## src/accel_tilt_gauge_unit_assert.svh

```systemverilog
// ---------------------------------------------------------------------------
// Assertion macros for the tilt gauge unit
// Clocked implication checks, reset masked.
// ---------------------------------------------------------------------------
`ifndef ACCEL_TILT_GAUGE_UNIT_ASSERT_SVH
`define ACCEL_TILT_GAUGE_UNIT_ASSERT_SVH

// same-cycle implication
`define ATG_ASSERT_IMP(lbl, clk, rstn, ante, cons) \
    lbl: assert property (@(posedge clk) disable iff (!rstn) (ante) |-> (cons)) \
        else $error("tilt gauge assertion failed");

// next-cycle implication
`define ATG_ASSERT_NEXT(lbl, clk, rstn, ante, cons) \
    lbl: assert property (@(posedge clk) disable iff (!rstn) (ante) |=> (cons)) \
        else $error("tilt gauge assertion failed");

`endif

```

## src/atg_pkg.sv

```systemverilog
// ---------------------------------------------------------------------------
// atg_pkg
// Constants, types and the arctangent table shared by the tilt gauge unit.
// ---------------------------------------------------------------------------
package atg_pkg;

    localparam int SAMPLE_BITS  = 16;
    localparam int CORDIC_STEPS = 16;
    localparam int FRAC_BITS    = 16;

    localparam int MAG_W      = SAMPLE_BITS;
    localparam int DATA_W     = SAMPLE_BITS + 24;
    localparam int ANG_W      = 25;
    localparam int STEP_W     = $clog2(CORDIC_STEPS);
    localparam int ATAN_IDX_W = 5;
    localparam int GAIN_W     = 17;
    localparam int GAUGE_W    = 7;

    localparam logic [GAIN_W-1:0]  GAIN_Q16  = GAIN_W'(107922);
    localparam logic [GAUGE_W-1:0] GAUGE_MAX = GAUGE_W'(100);
    localparam logic [GAUGE_W-1:0] DEMO_STEP = GAUGE_W'(2);

    // gauge = floor(angle * 20 / (9 * 2^16)); saturates at this angle
    localparam int SCALED_W  = 26;
    localparam int QIN_W     = 10;
    localparam int RECIP_W   = 13;
    localparam int PROD_W    = QIN_W + RECIP_W;
    localparam logic [ANG_W-2:0]   SAT_ANGLE = (ANG_W-1)'(2949120);
    localparam logic [SCALED_W-1:0] TILT_NUM = SCALED_W'(20);
    localparam logic [RECIP_W-1:0] RECIP_9   = RECIP_W'(7282);

    typedef enum logic [4:0] {
        ST_IDLE   = 5'b00001,
        ST_PASS1  = 5'b00010,
        ST_PASS2  = 5'b00100,
        ST_FINISH = 5'b01000,
        ST_COMMIT = 5'b10000
    } state_t;

    typedef enum logic [1:0] {
        OP_HOLD = 2'd0,
        OP_TILT = 2'd1,
        OP_DEMO = 2'd2
    } commit_op_t;

    typedef struct packed {
        logic       load;
        logic       step;
        logic       start_pass2;
        logic       finish;
        logic       commit;
        commit_op_t op;
    } dp_cmd_t;

    typedef struct packed {
        logic step_last;
    } dp_status_t;

    // atan(2^-i) in degrees, Q16
    function automatic logic [ANG_W-1:0] atan_q16(input logic [ATAN_IDX_W-1:0] idx);
        logic [ANG_W-1:0] v;
        unique case (idx)
            5'd0:    v = ANG_W'(2949120);
            5'd1:    v = ANG_W'(1740967);
            5'd2:    v = ANG_W'(919879);
            5'd3:    v = ANG_W'(466945);
            5'd4:    v = ANG_W'(234379);
            5'd5:    v = ANG_W'(117304);
            5'd6:    v = ANG_W'(58666);
            5'd7:    v = ANG_W'(29335);
            5'd8:    v = ANG_W'(14668);
            5'd9:    v = ANG_W'(7334);
            5'd10:   v = ANG_W'(3667);
            5'd11:   v = ANG_W'(1833);
            5'd12:   v = ANG_W'(917);
            5'd13:   v = ANG_W'(458);
            5'd14:   v = ANG_W'(229);
            5'd15:   v = ANG_W'(115);
            5'd16:   v = ANG_W'(57);
            5'd17:   v = ANG_W'(29);
            5'd18:   v = ANG_W'(14);
            5'd19:   v = ANG_W'(7);
            5'd20:   v = ANG_W'(4);
            5'd21:   v = ANG_W'(2);
            5'd22:   v = ANG_W'(1);
            default: v = '0;
        endcase
        return v;
    endfunction

endpackage

```

## src/atg_datapath.sv

```systemverilog
// ---------------------------------------------------------------------------
// atg_datapath
// Shared CORDIC vectoring unit, angle-to-gauge scaling and the gauge register.
// ---------------------------------------------------------------------------
module atg_datapath (
    input  logic                               aclk,
    input  logic                               aresetn,
    input  logic signed [atg_pkg::SAMPLE_BITS-1:0] s_accel_x,
    input  logic signed [atg_pkg::SAMPLE_BITS-1:0] s_accel_y,
    input  logic signed [atg_pkg::SAMPLE_BITS-1:0] s_accel_z,
    input  atg_pkg::dp_cmd_t                   cmd,
    output atg_pkg::dp_status_t                status,
    output logic [atg_pkg::GAUGE_W-1:0]        m_gauge_percent
);

    logic signed [atg_pkg::DATA_W-1:0]  x_reg, x_next;
    logic signed [atg_pkg::DATA_W-1:0]  y_reg, y_next;
    logic signed [atg_pkg::ANG_W-1:0]   angle_reg, angle_next;
    logic [atg_pkg::STEP_W-1:0]         step_reg, step_next;
    logic [atg_pkg::MAG_W-1:0]          ax_mag_reg, ax_mag_next;
    logic                               zero_reg, zero_next;
    logic [atg_pkg::GAUGE_W-1:0]        tilt_reg, tilt_next;
    logic [atg_pkg::GAUGE_W-1:0]        gauge_reg, gauge_next;

    logic [atg_pkg::MAG_W-1:0]          ax_mag, ay_mag, az_mag;
    logic signed [atg_pkg::DATA_W-1:0]  dx, dy, x_step, y_step;
    logic signed [atg_pkg::ANG_W-1:0]   atan_val, angle_step;
    logic                               rot_cw;
    logic [atg_pkg::MAG_W+atg_pkg::GAIN_W-1:0] ax_gain;
    logic [atg_pkg::ANG_W-2:0]          angle_mag;
    logic [atg_pkg::SCALED_W-1:0]       scaled;
    logic [atg_pkg::QIN_W-1:0]          qin;
    logic [atg_pkg::PROD_W-1:0]         qprod;
    logic [atg_pkg::GAUGE_W-1:0]        tilt_val;
    logic [atg_pkg::GAUGE_W-1:0]        demo_val;

    // magnitudes; the most negative sample maps to 2^(SAMPLE_BITS-1)
    always_comb begin
        ax_mag = s_accel_x[atg_pkg::SAMPLE_BITS-1] ? atg_pkg::MAG_W'(-s_accel_x)
                                                    : atg_pkg::MAG_W'(s_accel_x);
        ay_mag = s_accel_y[atg_pkg::SAMPLE_BITS-1] ? atg_pkg::MAG_W'(-s_accel_y)
                                                    : atg_pkg::MAG_W'(s_accel_y);
        az_mag = s_accel_z[atg_pkg::SAMPLE_BITS-1] ? atg_pkg::MAG_W'(-s_accel_z)
                                                    : atg_pkg::MAG_W'(s_accel_z);
    end

    // one CORDIC micro-rotation, floor shifts
    always_comb begin
        dx       = y_reg >>> step_reg;
        dy       = x_reg >>> step_reg;
        rot_cw   = !y_reg[atg_pkg::DATA_W-1];
        atan_val = $signed(atg_pkg::atan_q16(atg_pkg::ATAN_IDX_W'(step_reg)));
        if (rot_cw) begin
            x_step     = x_reg + dx;
            y_step     = y_reg - dy;
            angle_step = angle_reg + atan_val;
        end else begin
            x_step     = x_reg - dx;
            y_step     = y_reg + dy;
            angle_step = angle_reg - atan_val;
        end
    end

    assign ax_gain = ax_mag_reg * atg_pkg::GAIN_Q16;
    assign status.step_last = (step_reg == atg_pkg::STEP_W'(atg_pkg::CORDIC_STEPS - 1));

    // angle (Q16 degrees) to gauge; negative angle counts as zero
    always_comb begin
        angle_mag = angle_reg[atg_pkg::ANG_W-1] ? '0 : angle_reg[atg_pkg::ANG_W-2:0];
        scaled    = atg_pkg::SCALED_W'(angle_mag) * atg_pkg::TILT_NUM;
        qin       = scaled[atg_pkg::SCALED_W-1 -: atg_pkg::QIN_W];
        qprod     = atg_pkg::PROD_W'(qin) * atg_pkg::PROD_W'(atg_pkg::RECIP_9);
        if (zero_reg) begin
            tilt_val = '0;
        end else if (angle_mag >= atg_pkg::SAT_ANGLE) begin
            tilt_val = atg_pkg::GAUGE_MAX;
        end else begin
            tilt_val = qprod[atg_pkg::PROD_W-1 -: atg_pkg::GAUGE_W];
        end
    end

    always_comb begin
        demo_val = gauge_reg + atg_pkg::DEMO_STEP;
        if (demo_val > atg_pkg::GAUGE_MAX) begin
            demo_val = '0;
        end
    end

    always_comb begin
        x_next      = x_reg;
        y_next      = y_reg;
        angle_next  = angle_reg;
        step_next   = step_reg;
        ax_mag_next = ax_mag_reg;
        zero_next   = zero_reg;
        tilt_next   = tilt_reg;
        gauge_next  = gauge_reg;

        if (cmd.load) begin
            x_next      = $signed(atg_pkg::DATA_W'(ay_mag) << atg_pkg::FRAC_BITS);
            y_next      = $signed(atg_pkg::DATA_W'(az_mag) << atg_pkg::FRAC_BITS);
            angle_next  = '0;
            step_next   = '0;
            ax_mag_next = ax_mag;
            zero_next   = (ax_mag == '0) && (ay_mag == '0) && (az_mag == '0);
        end else if (cmd.start_pass2) begin
            // second pass vectors (G*r, |ax|*G)
            x_next     = x_step;
            y_next     = $signed(atg_pkg::DATA_W'(ax_gain));
            angle_next = '0;
            step_next  = '0;
        end else if (cmd.step) begin
            x_next     = x_step;
            y_next     = y_step;
            angle_next = angle_step;
            step_next  = step_reg + 1'b1;
        end

        if (cmd.finish) begin
            tilt_next = tilt_val;
        end

        if (cmd.commit) begin
            unique case (cmd.op)
                atg_pkg::OP_TILT: gauge_next = tilt_reg;
                atg_pkg::OP_DEMO: gauge_next = demo_val;
                atg_pkg::OP_HOLD: gauge_next = gauge_reg;
                default:          gauge_next = gauge_reg;
            endcase
        end
    end

    always_ff @(posedge aclk) begin
        if (!aresetn) begin
            gauge_reg <= '0;
        end else begin
            gauge_reg <= gauge_next;
        end
    end

    always_ff @(posedge aclk) begin
        x_reg      <= x_next;
        y_reg      <= y_next;
        angle_reg  <= angle_next;
        step_reg   <= step_next;
        ax_mag_reg <= ax_mag_next;
        zero_reg   <= zero_next;
        tilt_reg   <= tilt_next;
    end

    assign m_gauge_percent = gauge_reg;

`include "accel_tilt_gauge_unit_assert.svh"

    `ATG_ASSERT_IMP(a_gauge_in_range, aclk, aresetn, 1'b1, gauge_reg <= atg_pkg::GAUGE_MAX)
    `ATG_ASSERT_NEXT(a_load_clears_step, aclk, aresetn, cmd.load, step_reg == '0)

endmodule

```

## src/atg_ctrl.sv

```systemverilog
// ---------------------------------------------------------------------------
// atg_ctrl
// Sequencer for the two CORDIC passes, mode register and result handshake.
// ---------------------------------------------------------------------------
module atg_ctrl (
    input  logic                aclk,
    input  logic                aresetn,
    input  logic                s_valid,
    output logic                s_ready,
    input  logic                s_sample_valid,
    output logic                m_valid,
    input  logic                m_ready,
    input  logic                cfg_valid,
    output logic                cfg_ready,
    input  logic                cfg_wdata,
    input  atg_pkg::dp_status_t status,
    output atg_pkg::dp_cmd_t    cmd
);

    atg_pkg::state_t     state_reg, state_next;
    atg_pkg::commit_op_t op_reg, op_next;
    logic                mode_reg, mode_next;
    logic                m_valid_reg, m_valid_next;
    logic                out_free;

    assign cfg_ready = 1'b1;
    assign s_ready   = (state_reg == atg_pkg::ST_IDLE);
    assign m_valid   = m_valid_reg;
    assign out_free  = !m_valid_reg || m_ready;

    always_comb begin
        state_next      = state_reg;
        op_next         = op_reg;
        mode_next       = mode_reg;
        m_valid_next    = m_valid_reg && !m_ready;
        cmd             = '0;
        cmd.op          = op_reg;

        if (cfg_valid && cfg_ready) begin
            mode_next = cfg_wdata;
        end

        unique case (state_reg)
            atg_pkg::ST_IDLE: begin
                if (s_valid) begin
                    cmd.load = 1'b1;
                    if (mode_reg) begin
                        op_next    = atg_pkg::OP_DEMO;
                        state_next = atg_pkg::ST_COMMIT;
                    end else if (!s_sample_valid) begin
                        op_next    = atg_pkg::OP_HOLD;
                        state_next = atg_pkg::ST_COMMIT;
                    end else begin
                        op_next    = atg_pkg::OP_TILT;
                        state_next = atg_pkg::ST_PASS1;
                    end
                end
            end
            atg_pkg::ST_PASS1: begin
                cmd.step = 1'b1;
                if (status.step_last) begin
                    cmd.start_pass2 = 1'b1;
                    state_next      = atg_pkg::ST_PASS2;
                end
            end
            atg_pkg::ST_PASS2: begin
                cmd.step = 1'b1;
                if (status.step_last) begin
                    state_next = atg_pkg::ST_FINISH;
                end
            end
            atg_pkg::ST_FINISH: begin
                cmd.finish = 1'b1;
                state_next = atg_pkg::ST_COMMIT;
            end
            atg_pkg::ST_COMMIT: begin
                // wait for the output slot to be empty or drained this cycle
                if (out_free) begin
                    cmd.commit   = 1'b1;
                    m_valid_next = 1'b1;
                    state_next   = atg_pkg::ST_IDLE;
                end
            end
            default: begin
                state_next = atg_pkg::ST_IDLE;
            end
        endcase
    end

    always_ff @(posedge aclk) begin
        if (!aresetn) begin
            state_reg   <= atg_pkg::ST_IDLE;
            op_reg      <= atg_pkg::OP_HOLD;
            mode_reg    <= 1'b0;
            m_valid_reg <= 1'b0;
        end else begin
            state_reg   <= state_next;
            op_reg      <= op_next;
            mode_reg    <= mode_next;
            m_valid_reg <= m_valid_next;
        end
    end

`include "accel_tilt_gauge_unit_assert.svh"

    `ATG_ASSERT_NEXT(a_accept_leaves_idle, aclk, aresetn, s_valid && s_ready, state_reg != atg_pkg::ST_IDLE)
    `ATG_ASSERT_IMP(a_commit_has_room, aclk, aresetn, cmd.commit, !m_valid_reg || m_ready)
    `ATG_ASSERT_NEXT(a_commit_sets_valid, aclk, aresetn, cmd.commit, m_valid_reg)

endmodule

```

## src/accel_tilt_gauge_unit.sv

```systemverilog
// ---------------------------------------------------------------------------
// accel_tilt_gauge_unit
// Tilt gauge from a three-axis accelerometer sample, or a demo ramp.
// ---------------------------------------------------------------------------
// Usage:
//   Input beat (s_valid/s_ready): one tick with accel_x/y/z and sample_valid.
//   Output beat (m_valid/m_ready): the gauge in percent of 45 degrees, one
//   per input beat, in order.
//   Config (cfg_valid/cfg_ready/cfg_wdata): mode bit, 0 tilt, 1 demo ramp;
//   always ready; user must write it only while the unit is idle (unchecked).
// Timing:
//   A tilt beat with a valid sample runs two CORDIC vectoring passes on one
//   shared rotation stage, then a scaling step and a commit step. Demo and
//   invalid-sample beats go from the accept straight to the commit step.
//   s_ready is high only while the sequencer is idle.
// Reset (aresetn low, synchronous): gauge 0, mode tilt, output empty.
// Stall: a result waits in the output register; the next beat is accepted
//   and processed meanwhile, and holds at commit until the slot frees.
// ---------------------------------------------------------------------------
module accel_tilt_gauge_unit (
    input  logic                                   aclk,
    input  logic                                   aresetn,
    input  logic                                   s_valid,
    output logic                                   s_ready,
    input  logic signed [atg_pkg::SAMPLE_BITS-1:0] s_accel_x,
    input  logic signed [atg_pkg::SAMPLE_BITS-1:0] s_accel_y,
    input  logic signed [atg_pkg::SAMPLE_BITS-1:0] s_accel_z,
    input  logic                                   s_sample_valid,
    output logic                                   m_valid,
    input  logic                                   m_ready,
    output logic [atg_pkg::GAUGE_W-1:0]            m_gauge_percent,
    input  logic                                   cfg_valid,
    output logic                                   cfg_ready,
    input  logic                                   cfg_wdata
);

    atg_pkg::dp_cmd_t    cmd;
    atg_pkg::dp_status_t status;

    atg_ctrl u_ctrl (
        .aclk           (aclk),
        .aresetn        (aresetn),
        .s_valid        (s_valid),
        .s_ready        (s_ready),
        .s_sample_valid (s_sample_valid),
        .m_valid        (m_valid),
        .m_ready        (m_ready),
        .cfg_valid      (cfg_valid),
        .cfg_ready      (cfg_ready),
        .cfg_wdata      (cfg_wdata),
        .status         (status),
        .cmd            (cmd)
    );

    atg_datapath u_datapath (
        .aclk            (aclk),
        .aresetn         (aresetn),
        .s_accel_x       (s_accel_x),
        .s_accel_y       (s_accel_y),
        .s_accel_z       (s_accel_z),
        .cmd             (cmd),
        .status          (status),
        .m_gauge_percent (m_gauge_percent)
    );

endmodule

```

## config.mk

```make
export PLATFORM = sky130hd
export DESIGN_NAME = accel_tilt_gauge_unit
export DESIGN_NICKNAME = d
export VERILOG_FILES = /design/src/atg_pkg.sv /design/src/atg_datapath.sv /design/src/atg_ctrl.sv /design/src/accel_tilt_gauge_unit.sv
export VERILOG_INCLUDE_DIRS = /design/src /design/src/src
export SDC_FILE = /design/constraint.sdc
export NUM_CORES = 1
export LEC_CHECK = 0
export BUFFER_PORTS_ARGS = -buffer_cell sky130_fd_sc_hd__buf_2
export CAP_MARGIN = 20
export CORE_AREA = 5 5 251 253
export CTS_BUF_LIST = sky130_fd_sc_hd__clkbuf_4 sky130_fd_sc_hd__clkbuf_8
export DETAILED_ROUTE_END_ITERATION = 8
export DIE_AREA = 0 0 256 258
export GPL_ROUTABILITY_DRIVEN = 0
export GPL_TIMING_DRIVEN = 0
export PLACE_DENSITY = 0.59
export SYNTH_ARGS = -nofsm -noshare
export SYNTH_HDL_FRONTEND = slang
export SYNTH_SLANG_ARGS = --single-unit
```

## constraint.sdc

```tcl
create_clock -name aclk -period 17.3 [get_ports aclk]
set_input_delay 5.19 -clock aclk [delete_from_list [all_inputs] [get_ports aclk]]
set_output_delay 5.19 -clock aclk [all_outputs]
set_load 0.01 [all_outputs]
```

==> out/metrics.csv <==
stage;metric;value;unit
die;Die Width;256;um
die;Die H;258;um
detailed_routing;vias per inst;6.185;
cts;CTS Buf Count;17;
sta;Worst-Margin Slew;1029;ps
detailed_routing;post-route ant nets;0;
worst_setup_path;crit end category;register;
outcome;status;finished, final reports clean;
synthesis;main flop type after synthesis;dfxtp_1;
cts;Root Buffer;clkbuf_8;
cts;Resized cells post-CTS;0;
synthesis;Post-Syn Area;26820;sq um
sta;Final Hold Viols;0;
sta;Slew headroom;30.84;%
die;FP Rows;91;
place;dpl ws;7758;ps
cells_and_area;fin area;28600;sq um
cts;CTS tree;yes;
worst_setup_path;worst-path cell chain;clkbuf_1 > buf_1 > clkbuf_1 > clkbuf_1 > clkbuf_1 > clkbuf_1 > o21a_1 > ha_1 > o2111ai_1 > nor4b_2 > a21oi_1 > nor2_1 > o21ai_1 > xnor2_1 > ha_1 > a21o_1 > a2111oi_0 > o2bb2ai_1 > a2111oi_0 > o31ai_1 > a31oi_1 > o21ai_0 > mux2i_1 > mux2i_1;
sta;Clock Skews;24.40;ps
die;Die ar.;66050;sq um
worst_setup_path;Critical path buffers and inverters;6;
cells_and_area;Final Non-Filler Cells;4034;
synthesis;synth top area cells;ha_1 17%, dfxtp_1 8.6%, fa_1 7.2%;
cts;Reg clk slew, reported paths;100;ps
global_routing;first-pass GRT wire length;138000;um
synthesis;Seq cells post-synth;171;
cells_and_area;share of layout cells above drive strength 1;8.207;%
cts;Setup Fix Bufs, Post-CTS;0;
global_routing;largest net degree at the start of global routing;25;
cts;H-tree depth;4;
sta;final setup margin;7199;ps
synthesis;top-count cell post-synth;ha_1;
sta;RSZ-0062 raised after global routing;false;
worst_setup_path;Worst path slowest cell;a2111oi_0;
worst_setup_path;WP data arrival;10620;ps
worst_setup_path;Setup Crit Path Kind;register to register;
global_routing;initial antenna violation count;2;
detailed_routing;drt wl/cell;22.42;um
power;leakage;13.05;nW
place;placed inst area;28190;sq um
flow_run;MaxCap Viol Count;0;
synthesis;Yosys cell types;98;
sta;Fmax achieved;0.09900;GHz
sta;Min Hold Slack;480.7;ps
sta;fin crit period;10100;ps
sta;Final setup viols;0;
power;VDD IR max;0.1915;mV
synthesis;Synth area leader;ha_1;
detailed_routing;WL final;90430;um
cts;hold buffers post-CTS;0;
detailed_routing;DRC viols;0;
sta;Slew Viols, Final;0;
global_routing;grt ovf;0;
cts;clk buf depth;2;
global_routing;vias in the first global route;24383;
worst_setup_path;CP max FO;10;
cts;clock sink count;171;
detailed_routing;vias;24952;
worst_setup_path;critical path startpoint category;register;
cells_and_area;Layout Area Growth over Synthesis;6.648;%
worst_setup_path;Top Family by Delay on Critical Path;compound AO/OA/AOI/OAI gates;
die;Starting Density;44.11;%
place;Post-Place Cells;3999;
power;PwrDens;143.8;nW/um^2
worst_hold_path;Hold Path Class;register to register;
worst_setup_path;crit-path max cell delay;700;ps
synthesis;Mapped Avg Cell Area;8.533;sq um
cells_and_area;# nets final;3751;
synthesis;syn nets;3666;
sta;Setup TNS;0;ps
place;Final HPWL DP;72950;um
sta;period utilization;58.39;%
synthesis;Async SR Flop Fraction;0;%
synthesis;Synth top area share;17.36;%
synthesis;warnings from Yosys;0;
synthesis;Post-synth top cells;372 x ha_1, 269 x inv_1, 243 x nand2_1;
die;core area;60800;sq um
detailed_routing;Starting DRT DRC Count;2369;
synthesis;Post-synth EDFFs;56;
worst_setup_path;Worst Path Required;17820;ps
detailed_routing;DRT Pass-1 Iters;7;
global_routing;Global Route Usage Sum;26.47;%
place;# port buffers;63;
worst_setup_path;most used cell, CP;clkbuf_1;
synthesis;post-synthesis cell count;3143;
cts;clk_lat worst skew;600;ps
die;IO Count;65;
synthesis;post-synthesis sequential area ratio;14.85;%
report_power, final:
part | internal (W) | total, W | switching [W]
clock network | 0.000137 | 0.000316 | 0.000179
logic | 0.00133 | 0.00323 | 0.00190
registers | 0.000472 | 0.000564 | 0.0000920
worst min-delay path: stages (launching register included):
cell	delay (ps)
dfxtp_1	330
nand2_1	60
a21oi_1	50
layer usage:
layer	vias to the layer above	track usage (%)	routed length [um]
li1	11553	-	-
met1	12020	33.59	37050
met2	1123	41.91	39540
met3	254	6.961	8443
met4	2	13.13	5362
met5	-	0	26
cells in the final DEF (no fill, tap or decap), types with 14 or more instances in the layout:
master / synthesis / layout
fa_1: 96 / 96
nor2_1: 218 / 218
clkbuf_1: 68 / 68
a21oi_1: 213 / 213
xor2_1: 87 / 87
dfxtp_1: 115 / 115
xnor2_1: 167 / 167
mux2i_1: 96 / 96
buf_2: 16 / 79
or4_1: 14 / 14
nand2b_1: 36 / 36
edfxtp_1: 56 / 56
o21ai_0: 202 / 202
clkbuf_8: 0 / 18
or3_1: 24 / 24
o22ai_1: 17 / 17
and3_1: 26 / 26
nand3_1: 71 / 71
buf_1: 24 / 24
mux2_2: 35 / 35
and2_1: 23 / 23
a21o_1: 81 / 81
mux4_2: 72 / 72
nor2b_1: 50 / 50
nand2_1: 243 / 243
a31oi_1: 32 / 32
nor4_1: 17 / 17
o21bai_1: 14 / 14
o21a_1: 26 / 26
a211oi_1: 22 / 22
inv_1: 269 / 269
o31ai_1: 21 / 21
o211ai_1: 15 / 15
nor3_1: 51 / 51
ha_1: 372 / 372
cells by family after synthesis:
logic type,synth area share [%]
other,0.01398
adders and majority gates,24.52
and+or+nand+nor,15.76
xor gates and xnor gates,8.295
muxes,12.12
buffers and inverters,5.902
DFF,14.85
AOI/OAI and AO/OA,18.53
through the flow:
stage	utilization, %	power, W
6_report	47.04	0.004113
5_1_grt	47.03	0.004499
4_1_cts	47.03	0.004101
3_5_place_dp	46.37	0.003750
3_3_place_gp	46.25	0.003699
2_1_floorplan	-	0.002928
path summary, 6_finish.rpt:
| check | slack (ps) | from | endpoint | cells past startpoint |
|---|---|---|---|---|
| max | 7200 | u_datapath.step_reg[3] | u_datapath.x_reg[39] | 24 |
| max reg2reg | 7200 | u_datapath.step_reg[3] | u_datapath.x_reg[39] | 24 |
| min reg2reg | 480 | u_datapath.angle_reg[9] | u_datapath.angle_reg[9] | 2 |
| min | 480 | u_datapath.angle_reg[9] | u_datapath.angle_reg[9] | 2 |
layout make-up:
cell class                 instances  area, sq um
clock buffer                      20        262.8
clock inverter                    12        138.9
inverter                         273         1025
fill                            6021        32200
multi-input combinational       2577        21250
sequential                       171         3984
timing repair buffer              66        385.4
buffer                           122        558.0
tap                              790        988.4
antenna                            3        7.507
Note: power is estimated with default switching activity, not from simulation.
